$ cat config.mk
export PLATFORM = sky130hd
export DESIGN_NAME = stereo_soft_knee_safety_limiter_unit
export DESIGN_NICKNAME = d
export VERILOG_FILES = /design/src/sv/ssksl_pkg.sv /design/src/sv/stereo_soft_knee_safety_limiter_unit.sv
export SDC_FILE = /design/constraint.sdc
export NUM_CORES = 2
export LEC_CHECK = 0
export BUFFER_PORTS_ARGS = -buffer_cell sky130_fd_sc_hd__clkbuf_2
export CAP_MARGIN = 40
export CORE_UTILIZATION = 40
export CTS_CLUSTER_DIAMETER = 50
export DETAILED_ROUTE_END_ITERATION = 10
export HOLD_SLACK_MARGIN = 0.05
export SETUP_SLACK_MARGIN = 0.3
export SLEW_MARGIN = 40
export SYNTH_ARGS = -nofsm -noshare
export SYNTH_HDL_FRONTEND = slang
export SYNTH_SLANG_ARGS = --single-unit
$ cat constraint.sdc
create_clock -name i_clk -period 12.2 [get_ports i_clk]
set_clock_uncertainty 0.15 [all_clocks]
set_input_delay 1.83 -clock i_clk [delete_from_list [all_inputs] [get_ports i_clk]]
set_output_delay 1.83 -clock i_clk [all_outputs]
set_load 0.02 [all_outputs]
$ cat src/sv/ssksl_pkg.sv
// Shared types and constants for the stereo soft-knee safety limiter.
`timescale 1ns / 1ps

package ssksl_pkg;

    typedef enum logic [3:0] {
        S_IDLE,
        S_PEAK,
        S_DIV_T,
        S_MUL_T2,
        S_MUL_T3,
        S_MUL_LIM,
        S_DIV_G,
        S_MUL_WET,
        S_MUL_MIX,
        S_DONE
    } t_state;

    localparam int FRAC_BITS = 30;
    localparam int MIX_BITS  = 16;
    localparam int GAIN_W    = 23;
    localparam int MIX_W     = 17;
    localparam int QUO_W     = 53;
    localparam int CFG_IDX_W = 2;

    localparam logic [CFG_IDX_W-1:0] REG_KNEE = 2'd0;
    localparam logic [CFG_IDX_W-1:0] REG_CEIL = 2'd1;
    localparam logic [CFG_IDX_W-1:0] REG_STEP = 2'd2;

    localparam logic [GAIN_W-1:0] KNEE_RESET = 23'd3331725;
    localparam logic [GAIN_W-1:0] CEIL_RESET = 23'd3959420;
    localparam logic [MIX_W-1:0]  STEP_RESET = 17'd297;
    localparam logic [MIX_W-1:0]  MIX_ONE    = 17'd65536;

endpackage

$ cat src/sv/stereo_soft_knee_safety_limiter_unit.sv
// Linked stereo soft-knee peak limiter with an enable crossfade, bit-serial datapath.
`timescale 1ns / 1ps

// One stereo frame enters per transaction on the s_axis side and one limited frame
// leaves per transaction on the m_axis side. The linked peak (larger magnitude of the
// two channels) passes below the knee, is clamped at the ceiling and follows the cubic
// k + (c-k)(t + t^2 - t^3) in between; both channels are scaled by limited/peak and
// crossfaded with the dry signal by the mix level, which ramps by mix_step per frame
// toward 1.0 when enabled and 0.0 when disabled, or jumps there on snap. All arithmetic
// goes through one shift-add multiplier and one restoring divider that each retire one
// bit per clock. A bypassed frame goes from the accepting state straight to the done
// state and from there to the output register. A frame below the knee or silent takes
// a wet and a mix multiplication for each channel, each max(31, SAMPLE_WIDTH) bits long;
// a clamped frame adds a 53-bit divide, and a frame in the knee adds another 53-bit
// divide and three multiplications. The result waits in an output register, and a new
// frame is taken once the datapath is free even while that result has not yet been
// collected.
module stereo_soft_knee_safety_limiter_unit
    import ssksl_pkg::*;
#(
    parameter int SAMPLE_WIDTH = 24
) (
    input  logic                                i_clk,
    input  logic                                i_rst_n,
    // Configuration write channel.
    input  logic                                i_cfg_valid,
    output logic                                o_cfg_ready,
    input  logic [CFG_IDX_W-1:0]                i_cfg_index,
    input  logic [GAIN_W-1:0]                   i_cfg_data,
    // Input frames.
    input  logic                                s_axis_tvalid,
    output logic                                s_axis_tready,
    // Fields from bit 0: left_sample, right_sample, zero padding.
    input  logic [((2*SAMPLE_WIDTH+7)/8)*8-1:0] s_axis_tdata,
    // Fields from bit 0: enable, snap.
    input  logic [1:0]                          s_axis_tuser,
    // Output frames.
    output logic                                m_axis_tvalid,
    input  logic                                m_axis_tready,
    // Fields from bit 0: left_out, right_out, zero padding.
    output logic [((2*SAMPLE_WIDTH+7)/8)*8-1:0] m_axis_tdata
);

    localparam int SW     = SAMPLE_WIDTH;
    localparam int DATA_W = ((2*SW+7)/8)*8;
    localparam int MPW    = (SW > 31) ? SW : 31;
    localparam int MCW    = (SW + 24 > QUO_W) ? SW + 24 : QUO_W;
    localparam int PW     = MCW + MPW;
    localparam int DVW    = (SW > GAIN_W) ? SW : GAIN_W;
    localparam int CW     = 6;

    t_state            r_state, n_state;
    logic [CW-1:0]     r_cnt, n_cnt;
    logic              r_ch, n_ch;
    logic [MIX_W-1:0]  r_mix, n_mix;
    logic [GAIN_W-1:0] r_knee, r_ceil;
    logic [MIX_W-1:0]  r_step;
    logic [SW-1:0]     r_l, n_l, r_r, n_r, r_peak, n_peak, r_lo, n_lo, r_ro, n_ro;
    logic [29:0]       r_t, n_t, r_t2, n_t2;
    logic [QUO_W-1:0]  r_g, n_g;
    logic              r_dneg, n_dneg;
    logic [MCW-1:0]    r_mc, n_mc;
    logic [MPW-1:0]    r_mp, n_mp;
    logic [PW-1:0]     r_acc, n_acc;
    logic [QUO_W-1:0]  r_dd, n_dd, r_q, n_q;
    logic [DVW-1:0]    r_dv, n_dv;
    logic [DVW:0]      r_rem, n_rem;
    logic              r_ovalid, n_ovalid;
    logic [DATA_W-1:0] r_odata, n_odata;

    // Datapath helpers.
    logic [PW-1:0]     acc_next;
    logic [DVW:0]      rem_shift;
    logic              quo_bit;
    logic [SW-1:0]     dry, dry_mag, in_l, in_r, mag_l, mag_r, mix_out;
    logic [MIX_W-1:0]  target, mix0, delta;
    logic              en, sn;
    logic [GAIN_W-1:0] knee_d, knee_e;
    logic [30:0]       poly;
    logic [GAIN_W:0]   lim_sum;
    logic [GAIN_W-1:0] lim;
    logic [PW-1:0]     wet_mag, dry_ext, round_q;

    function automatic logic [SW-1:0] mag_of(input logic [SW-1:0] x);
        return x[SW-1] ? (~x + 1'b1) : x;
    endfunction

    assign o_cfg_ready   = 1'b1;
    assign s_axis_tready = (r_state == S_IDLE);
    assign m_axis_tvalid = r_ovalid;
    assign m_axis_tdata  = r_odata;

    always_comb begin
        acc_next  = {r_acc[PW-2:0], 1'b0} + (r_mp[MPW-1] ? PW'(r_mc) : '0);
        rem_shift = {r_rem[DVW-1:0], r_dd[QUO_W-1]};
        quo_bit   = (rem_shift >= {1'b0, r_dv});
        dry       = r_ch ? r_r : r_l;
        dry_mag   = mag_of(dry);
        in_l      = s_axis_tdata[SW-1:0];
        in_r      = s_axis_tdata[2*SW-1:SW];
        mag_l     = mag_of(in_l);
        mag_r     = mag_of(in_r);
        en        = s_axis_tuser[0];
        sn        = s_axis_tuser[1];
        target    = en ? MIX_ONE : '0;
        mix0      = sn ? target : r_mix;
        delta     = (target > mix0) ? (target - mix0) : (mix0 - target);
        knee_d    = r_ceil - r_knee;
        knee_e    = GAIN_W'(r_peak) - r_knee;
        poly      = 31'(r_t) + 31'(r_t2) - 31'(acc_next[FRAC_BITS +: 30]);
        lim_sum   = {1'b0, r_knee} + (GAIN_W+1)'(acc_next[FRAC_BITS +: GAIN_W]);
        lim       = (lim_sum > {1'b0, r_ceil}) ? r_ceil : lim_sum[GAIN_W-1:0];
        wet_mag   = (acc_next + (PW'(1) << (FRAC_BITS-1))) >> FRAC_BITS;
        dry_ext   = PW'(dry_mag);
        round_q   = (acc_next + (PW'(1) << (MIX_BITS-1))) >> MIX_BITS;
        mix_out   = r_dneg ? (dry - round_q[SW-1:0]) : (dry + round_q[SW-1:0]);

        n_state  = r_state;
        n_cnt    = r_cnt;
        n_ch     = r_ch;
        n_mix    = r_mix;
        n_l      = r_l;
        n_r      = r_r;
        n_peak   = r_peak;
        n_lo     = r_lo;
        n_ro     = r_ro;
        n_t      = r_t;
        n_t2     = r_t2;
        n_g      = r_g;
        n_dneg   = r_dneg;
        n_mc     = r_mc;
        n_mp     = r_mp;
        n_acc    = r_acc;
        n_dd     = r_dd;
        n_q      = r_q;
        n_dv     = r_dv;
        n_rem    = r_rem;
        n_ovalid = r_ovalid & ~m_axis_tready;
        n_odata  = r_odata;

        if (r_state == S_MUL_T2 || r_state == S_MUL_T3 || r_state == S_MUL_LIM ||
            r_state == S_MUL_WET || r_state == S_MUL_MIX) begin
            n_acc = acc_next;
            n_mp  = {r_mp[MPW-2:0], 1'b0};
            n_cnt = r_cnt - 1'b1;
        end
        if (r_state == S_DIV_T || r_state == S_DIV_G) begin
            n_rem = quo_bit ? (rem_shift - {1'b0, r_dv}) : rem_shift;
            n_q   = {r_q[QUO_W-2:0], quo_bit};
            n_dd  = {r_dd[QUO_W-2:0], 1'b0};
            n_cnt = r_cnt - 1'b1;
        end

        unique case (r_state)
            S_IDLE: begin
                if (s_axis_tvalid) begin
                    n_l  = in_l;
                    n_r  = in_r;
                    n_ch = 1'b0;
                    if (!en && mix0 == '0) begin
                        n_mix   = '0;
                        n_lo    = in_l;
                        n_ro    = in_r;
                        n_state = S_DONE;
                    end else begin
                        if (target > mix0) begin
                            n_mix = mix0 + ((delta < r_step) ? delta : r_step);
                        end else begin
                            n_mix = mix0 - ((delta < r_step) ? delta : r_step);
                        end
                        n_peak  = (mag_r > mag_l) ? mag_r : mag_l;
                        n_state = S_PEAK;
                    end
                end
            end
            S_PEAK: begin
                n_acc = '0;
                n_rem = '0;
                n_q   = '0;
                if (r_peak == '0 || DVW'(r_peak) <= DVW'(r_knee)) begin
                    // Silent or below the knee: unity gain.
                    n_g     = QUO_W'(1) << FRAC_BITS;
                    n_mc    = MCW'(QUO_W'(1) << FRAC_BITS);
                    n_mp    = MPW'(dry_mag);
                    n_cnt   = CW'(MPW-1);
                    n_state = S_MUL_WET;
                end else if (DVW'(r_peak) >= DVW'(r_ceil)) begin
                    n_dd    = {r_ceil, 30'b0};
                    n_dv    = DVW'(r_peak);
                    n_cnt   = CW'(QUO_W-1);
                    n_state = S_DIV_G;
                end else begin
                    n_dd    = {knee_e, 30'b0};
                    n_dv    = DVW'(knee_d);
                    n_cnt   = CW'(QUO_W-1);
                    n_state = S_DIV_T;
                end
            end
            S_DIV_T: begin
                if (r_cnt == '0) begin
                    n_t     = n_q[29:0];
                    n_mc    = MCW'(n_q[29:0]);
                    n_mp    = MPW'(n_q[29:0]);
                    n_acc   = '0;
                    n_cnt   = CW'(MPW-1);
                    n_state = S_MUL_T2;
                end
            end
            S_MUL_T2: begin
                if (r_cnt == '0) begin
                    n_t2    = acc_next[FRAC_BITS +: 30];
                    n_mc    = MCW'(acc_next[FRAC_BITS +: 30]);
                    n_mp    = MPW'(r_t);
                    n_acc   = '0;
                    n_cnt   = CW'(MPW-1);
                    n_state = S_MUL_T3;
                end
            end
            S_MUL_T3: begin
                if (r_cnt == '0) begin
                    n_mc    = MCW'(knee_d);
                    n_mp    = MPW'(poly);
                    n_acc   = '0;
                    n_cnt   = CW'(MPW-1);
                    n_state = S_MUL_LIM;
                end
            end
            S_MUL_LIM: begin
                if (r_cnt == '0) begin
                    n_dd    = {lim, 30'b0};
                    n_dv    = DVW'(r_peak);
                    n_rem   = '0;
                    n_q     = '0;
                    n_cnt   = CW'(QUO_W-1);
                    n_state = S_DIV_G;
                end
            end
            S_DIV_G: begin
                if (r_cnt == '0) begin
                    n_g     = n_q;
                    n_mc    = MCW'(n_q);
                    n_mp    = MPW'(dry_mag);
                    n_acc   = '0;
                    n_cnt   = CW'(MPW-1);
                    n_state = S_MUL_WET;
                end
            end
            S_MUL_WET: begin
                if (r_cnt == '0) begin
                    // Wet and dry share a sign, so only magnitudes are compared.
                    if (wet_mag >= dry_ext) begin
                        n_mc   = MCW'(wet_mag - dry_ext);
                        n_dneg = dry[SW-1];
                    end else begin
                        n_mc   = MCW'(dry_ext - wet_mag);
                        n_dneg = ~dry[SW-1];
                    end
                    n_mp    = MPW'(r_mix);
                    n_acc   = '0;
                    n_cnt   = CW'(MPW-1);
                    n_state = S_MUL_MIX;
                end
            end
            S_MUL_MIX: begin
                if (r_cnt == '0) begin
                    if (!r_ch) begin
                        n_lo    = mix_out;
                        n_ch    = 1'b1;
                        n_mc    = MCW'(r_g);
                        n_mp    = MPW'(mag_of(r_r));
                        n_acc   = '0;
                        n_cnt   = CW'(MPW-1);
                        n_state = S_MUL_WET;
                    end else begin
                        n_ro    = mix_out;
                        n_state = S_DONE;
                    end
                end
            end
            S_DONE: begin
                if (!r_ovalid || m_axis_tready) begin
                    n_odata  = DATA_W'({r_ro, r_lo});
                    n_ovalid = 1'b1;
                    n_state  = S_IDLE;
                end
            end
            default: n_state = S_IDLE;
        endcase
    end

    always_ff @(posedge i_clk) begin
        if (!i_rst_n) begin
            r_state  <= S_IDLE;
            r_cnt    <= '0;
            r_ch     <= 1'b0;
            r_mix    <= '0;
            r_ovalid <= 1'b0;
            r_knee   <= KNEE_RESET;
            r_ceil   <= CEIL_RESET;
            r_step   <= STEP_RESET;
        end else begin
            r_state  <= n_state;
            r_cnt    <= n_cnt;
            r_ch     <= n_ch;
            r_mix    <= n_mix;
            r_ovalid <= n_ovalid;
            if (i_cfg_valid) begin
                if (i_cfg_index == REG_KNEE) begin
                    r_knee <= i_cfg_data;
                end else if (i_cfg_index == REG_CEIL) begin
                    r_ceil <= i_cfg_data;
                end else if (i_cfg_index == REG_STEP) begin
                    r_step <= i_cfg_data[MIX_W-1:0];
                end
            end
        end
    end

    always_ff @(posedge i_clk) begin
        r_l     <= n_l;
        r_r     <= n_r;
        r_peak  <= n_peak;
        r_lo    <= n_lo;
        r_ro    <= n_ro;
        r_t     <= n_t;
        r_t2    <= n_t2;
        r_g     <= n_g;
        r_dneg  <= n_dneg;
        r_mc    <= n_mc;
        r_mp    <= n_mp;
        r_acc   <= n_acc;
        r_dd    <= n_dd;
        r_q     <= n_q;
        r_dv    <= n_dv;
        r_rem   <= n_rem;
        r_odata <= n_odata;
    end

endmodule

Word level (Yosys, flattened, before mapping) --
Cells that the tools add are included.
Storage, ports and cells: latch bits 0, memories kept 0, logic and storage cells 221, bits in read-only memories 0, input bits 80, output and inout bits 51, flip-flop bits (word level) 697, RAM bits 0
Operators by class: equality and inequality tests 25, order comparisons 8, $add $sub $neg 22, div/mod/pow operators 0, $mul 0, shifts and indexed selects 0, reductions and logical operators 36, bitwise operators 10, muxes and demuxes 95
Operator list (count):
- two-way mux 53 bit | 16
- two-way mux 24 bit | 18
- one-hot mux 53 bit (7 select lines) | 1
- two-way mux 84 bit | 4
- one-hot mux 53 bit (2 select lines) | 3
- two-way mux 31 bit | 9
- one-hot mux 84 bit (3 select lines) | 1
- one-hot mux 31 bit (7 select lines) | 1
- one-hot mux 24 bit (2 select lines) | 3
- two-way mux 17 bit | 6
- adder 24 x 1 -> 24 bit, second input constant | 4
- inverter 24 bit | 4
- adder 84 x 30 -> 84 bit, second input constant | 1
- adder 84 x 53 -> 84 bit | 1
- two-way mux 25 bit | 3
- greater-or-equal comparator 54 x 24 -> 1 bit | 1
- subtractor 24 x 53 -> 53 bit | 1
- subtractor 53 x 24 -> 53 bit | 1
- subtractor 17 bit | 3
- one-hot mux 25 bit (2 select lines) | 1
- subtractor 23 bit | 2
- two-way mux 4 bit | 11
- two-way mux 6 bit | 7
- adder 40 x 16 -> 40 bit, second input constant | 1
- other kinds (47) | 93

Depth between registers and ports, before layout --
depth after elaboration 10, gate-level depth with buffers 57, gate-level depth less buffers 50

Worst setup path after synthesis --
No wires, ideal clock.
kind input -> register, start input port s_axis_tuser[1], end register r_mix[16], library setup time 0.127 ns, required time 11.923 ns, stages 57, data arrival time 11.252 ns, buffers on the path 7, path slack 0.671 ns, cells stage by stage clkbuf_1 > clkbuf_1 > nand2b_1 > ha_1 > nand2b_1 > or3_1 > nor3_1 > or3b_2 > nor2_1 > ha_1 > nor2_1 > clkbuf_1 > nand2_1 > o21ai_0 > ha_1 > a21boi_0 > o21a_1 > o21a_1 > [21 not listed] > o21ai_0 > a21boi_0 > o21ai_0 > a21boi_0 > o21ai_0 > a21boi_0 > o21ai_0 > a21boi_0 > o21ai_0 > nand2b_1 > a21o_1 > a21o_1 > a21o_1 > a21oi_1 > xnor2_1 > xnor2_1 > xnor2_1 > o21ai_0
Between the ends: longest elaborated chain between the ends 8, elaborated cells on any way between the ends 13, classes of those cells add/sub: 4; order compare: 2; mux: 5; reduce/logical: 2
RTL lines:
- from (decl) | RTL line stereo_soft_knee_safety_limiter_unit.sv:36 | input logic [1:0] s_axis_tuser,
- two-way mux 17 bit (*) | RTL line stereo_soft_knee_safety_limiter_unit.sv:106 | mix0 = sn ? target : r_mix;
- subtractor 17 bit / greater-than comparator 17 bit (equally long branches) | RTL line stereo_soft_knee_safety_limiter_unit.sv:107, stereo_soft_knee_safety_limiter_unit.sv:166
- two-way mux 17 bit | RTL line stereo_soft_knee_safety_limiter_unit.sv:107 | delta = (target > mix0) ? (target - mix0) : (mix0 - target);
- less-than comparator 17 bit | RTL line stereo_soft_knee_safety_limiter_unit.sv:167, stereo_soft_knee_safety_limiter_unit.sv:169
- two-way mux 17 bit | RTL line stereo_soft_knee_safety_limiter_unit.sv:167, stereo_soft_knee_safety_limiter_unit.sv:169
- subtractor 17 bit / adder 17 bit (equally long branches) | RTL line stereo_soft_knee_safety_limiter_unit.sv:169, stereo_soft_knee_safety_limiter_unit.sv:167
- two-way mux 17 bit | RTL line stereo_soft_knee_safety_limiter_unit.sv:166 | if (target > mix0) begin
- two-way mux 17 bit (*) | RTL line stereo_soft_knee_safety_limiter_unit.sv:160 | if (!en && mix0 == '0) begin
- to (signal assigned) | RTL line stereo_soft_knee_safety_limiter_unit.sv:305 | r_mix <= n_mix;
- to (decl) | RTL line stereo_soft_knee_safety_limiter_unit.sv:55 | logic [MIX_W-1:0] r_mix, n_mix;
Every way passes the cells marked *; elsewhere a longest branch is shown, timed or not. A chain may end at the register's enable or synchronous reset.

Worst setup path after layout --
Ends and elaborated chain as after synthesis.

==> out/metrics.csv <==
stage,metric,value,unit
run_status,status,completed,
clocking,clk_pin_slew_worst_paths,0.06,ns
die,fp.dieArea,0.130,sq mm
power_and_ir_drop,leakage,0.0233,uW
synth,synth_warnings,0,
synth,yosysTopAreaCellShare,20.9,%
grt,use_met1,39.2,%
grt,grt_pass1_vias,44100,
timing,period_share,87.2,%
route,drt_iter0_markers,5175,
critical_path,cpLargestDelayFamily,compound AO/OA/AOI/OAI gates,
critical_path,worst-path-buf-inv,2,
synth,yosys.area.top_type,edfxtp_1,
synth,async_reset_ff_share,0,%
synth,syn_area,0.0515,sq mm
clocking,htreeDepth,3,
clocking,clock-sinks,694,
finish,final_cell_area,0.0581,sq mm
synth,ys_seq_elements,694,
synth,ys_types,121,
synth,ys.flop_type,edfxtp_1,
finish,final_common_cell,nand2_1,
clocking,clock_path_buffers,3,
timing,max_freq,94.0,MHz
place,io_buffers,129,
die,io_pins,131,
synth,seq_area_frac_synth,33.9,%
critical_path,crit_arrival,11.10,ns
timing,setup_viol,0,
route,drc,0,
grt,antenna_found_initial,17,
grt,top_usage_layer,met2,
place,dpl_cell_area,0.0543,sq mm
finish,drive_above_1_share,9.95,%
timing,fin_tns_setup,0,ns
clocking,clk_latency,0.78,ns
critical_path,r2r_cells,36,
synth,synthCells,6029,
critical_path,crit_fanout,8,
grt,grt-ovfl-total,0,
finish,layout-area-overhead-vs-synth,12.8,%
route,drt-vias-per-instance,6.03,
route,postRouteAntennaNets,0,
route,dr.pass1.iters,6,
clocking,clock-root-buffer,clkbuf_16,
clocking,cts_resized,0,
grt,met3_usage,5.69,%
timing,drv_slew,0,
route,vias,47400,
critical_path,slowest_delay,0.58,ns
synth,syn_nets,6512,
critical_path,cp-start-kind,input port,
die,die_h,361,um
timing,hold_slack,0.269,ns
critical_path,cp_slowest_cell,or4_1,
grt,grt_usage,28.6,%
die,fp.coreArea,0.128,sq mm
route,wl,192000,um
die,row_count,131,
timing,worst_pin_slew,0.983,ns
clocking,postCtsSetupBuffers,0,
finish,finalNetCount,6574,
critical_path,cp.required,12.67,ns
critical_path,worstSetupPathType,input port to flip-flop,
worst_hold_path,hold_depth,0,
critical_path,end_kind,flip-flop,
power_and_ir_drop,worst_ir_drop_vdd,0.250,mV
worst_hold_path,worst_hold_path_type,flip-flop to flip-flop,
clocking,hold_buffers,0,
critical_path,cpMostUsedCell,o21ai_0,
flow_run,maxCapViolCount,0,
timing,slew_headroom,34.0,%
place,dp_hpwl,148000,um
synth,synth_edf_count,359,
clocking,cts_buffers,104,
timing,rsz0062_at_grt,false,
synth,avgSynthCellArea,8.54,sq um
timing,hold_violations,0,
die,die_w,361,um
route,wire_per_inst,24.5,um
grt,grt_pass1_wl,283000,um
critical_path,cp_num_cells,49,
power_and_ir_drop,total_power,16400,uW
die,start_util,40.3,%
place,gp_congestion,0.995,
grt,grt_max_degree,84,
finish,layout_common_cells,"nand2_1 (850), a21oi_1 (471), nor2_1 (385), ha_1 (364), edfxtp_1 (359)",
grt,use_met2,43.3,%
synth,synth_area_leaders,"edfxtp_1 (21%), dfxtp_1 (13%), ha_1 (8.8%), nand2_1 (6.2%), xnor2_1 (5.1%)",
power_and_ir_drop,p_per_area,282,mW/mm^2
timing,period_needed,10.63,ns
clocking,cts_tree,done,
[worst paths after layout]
kind	slack (ns)	start	endpoint
setup reg to reg	1.88	r_mp[30]	r_mc[16]
hold reg to reg	0.27	r_ro[18]	m_axis_tdata[42]
setup / recovery	1.57	s_axis_tuser[1]	r_mix[16]
hold / removal	0.27	r_ro[18]	m_axis_tdata[42]
[state kept, by name (all words and copies together), names as in the netlist, 31 cells and up]
signal        flops
m_axis_tdata     48
r_dd             53
r_acc            83
r_mc             53
r_g              53
r_q              52
r_mp             31
[stage by stage]
stage / instances / setup slack [ns] / utilization [%]
3_5_place_dp: 7647 / 0.857 / 42.6
6_report: 7852 / 1.57 / 45.5
2_1_floorplan: 6029 / 0.671 / -
5_1_grt: 7847 / 0.588 / 45.5
3_3_place_gp: 7643 / 0.902 / 42.4
4_1_cts: 7844 / 1.61 / 45.5
[final cells by class]
| class | count | area, sq um |
|---|---|---|
| repair buffers | 243 | 1570 |
| multi-input cells | 4724 | 32000 |
| clock buffers | 124 | 2770 |
| diodes | 8 | 20.0 |
| flip-flops and latches | 694 | 17500 |
| fillers | 12300 | 69600 |
| well taps | 1662 | 2080 |
| inverters | 324 | 1220 |
| clock inverters | 73 | 951 |
[cells by family (layout without fill, tap and decap cells)]
family                   count (synthesis)  count (layout)  share of synthesized area, %
flip-flops                             694             694                          33.9
other                                    1               9                       0.00728
XOR/XNOR                               459             459                          8.04
AND/OR/NAND/NOR                       2044            2044                          18.8
multiplexers                           181             181                          3.62
buffers and inverters                  611             764                          4.57
adder cells (fa/ha/maj)                403             403                          10.4
AO/OA/AOI/OAI                         1636            1636                          20.6
[report_power, final]
part           internal [uW]  switching, uW  leakage [uW]
Clock                   1920           1270       0.00178
Combinational           3450           6120        0.0155
Sequential              3190            466       0.00606
[cell usage after synthesis, drive strengths merged (31+ instances only)]
library cell and count:
xnor2 311, nand3 123, o21a 42, a221oi 31, o21ai 365, ha 364
a21boi 64, a211oi 96, nor4 56, mux2 38, and2 90, dfxtp 335
xor2 148, nor2 398, nand2 855, nor2b 51, o31ai 50, and3 78
o211ai 79, buf 50, a21oi 476, mux2i 143, nand4 76, nand2b 64
inv 321, clkbuf 237, nor3 113, o21bai 38, a31oi 39, fa 39
edfxtp 359, a21o 120, or3 36
[layer usage]
layer	wire length [um]	up-vias	part of all wire, %
met5	51	-	0.027
met4	9170	8	4.8
met1	83200	22800	43
met2	82600	2215	43
met3	17000	419	8.9
li1	-	21900	-
[worst register-to-register path: cells and delay by family (launching register included)]
kind | cells | cell delay [ns]
multiplexers | 1 | 0.16
AND/OR/NAND/NOR | 9 | 2.73
AO/OA/AOI/OAI | 17 | 4.20
buffers and inverters | 3 | 0.43
flip-flops | 1 | 0.66
adder cells (fa/ha/maj) | 4 | 1.26
XOR/XNOR | 2 | 0.39
Note: power is estimated with default switching activity, not from simulation.
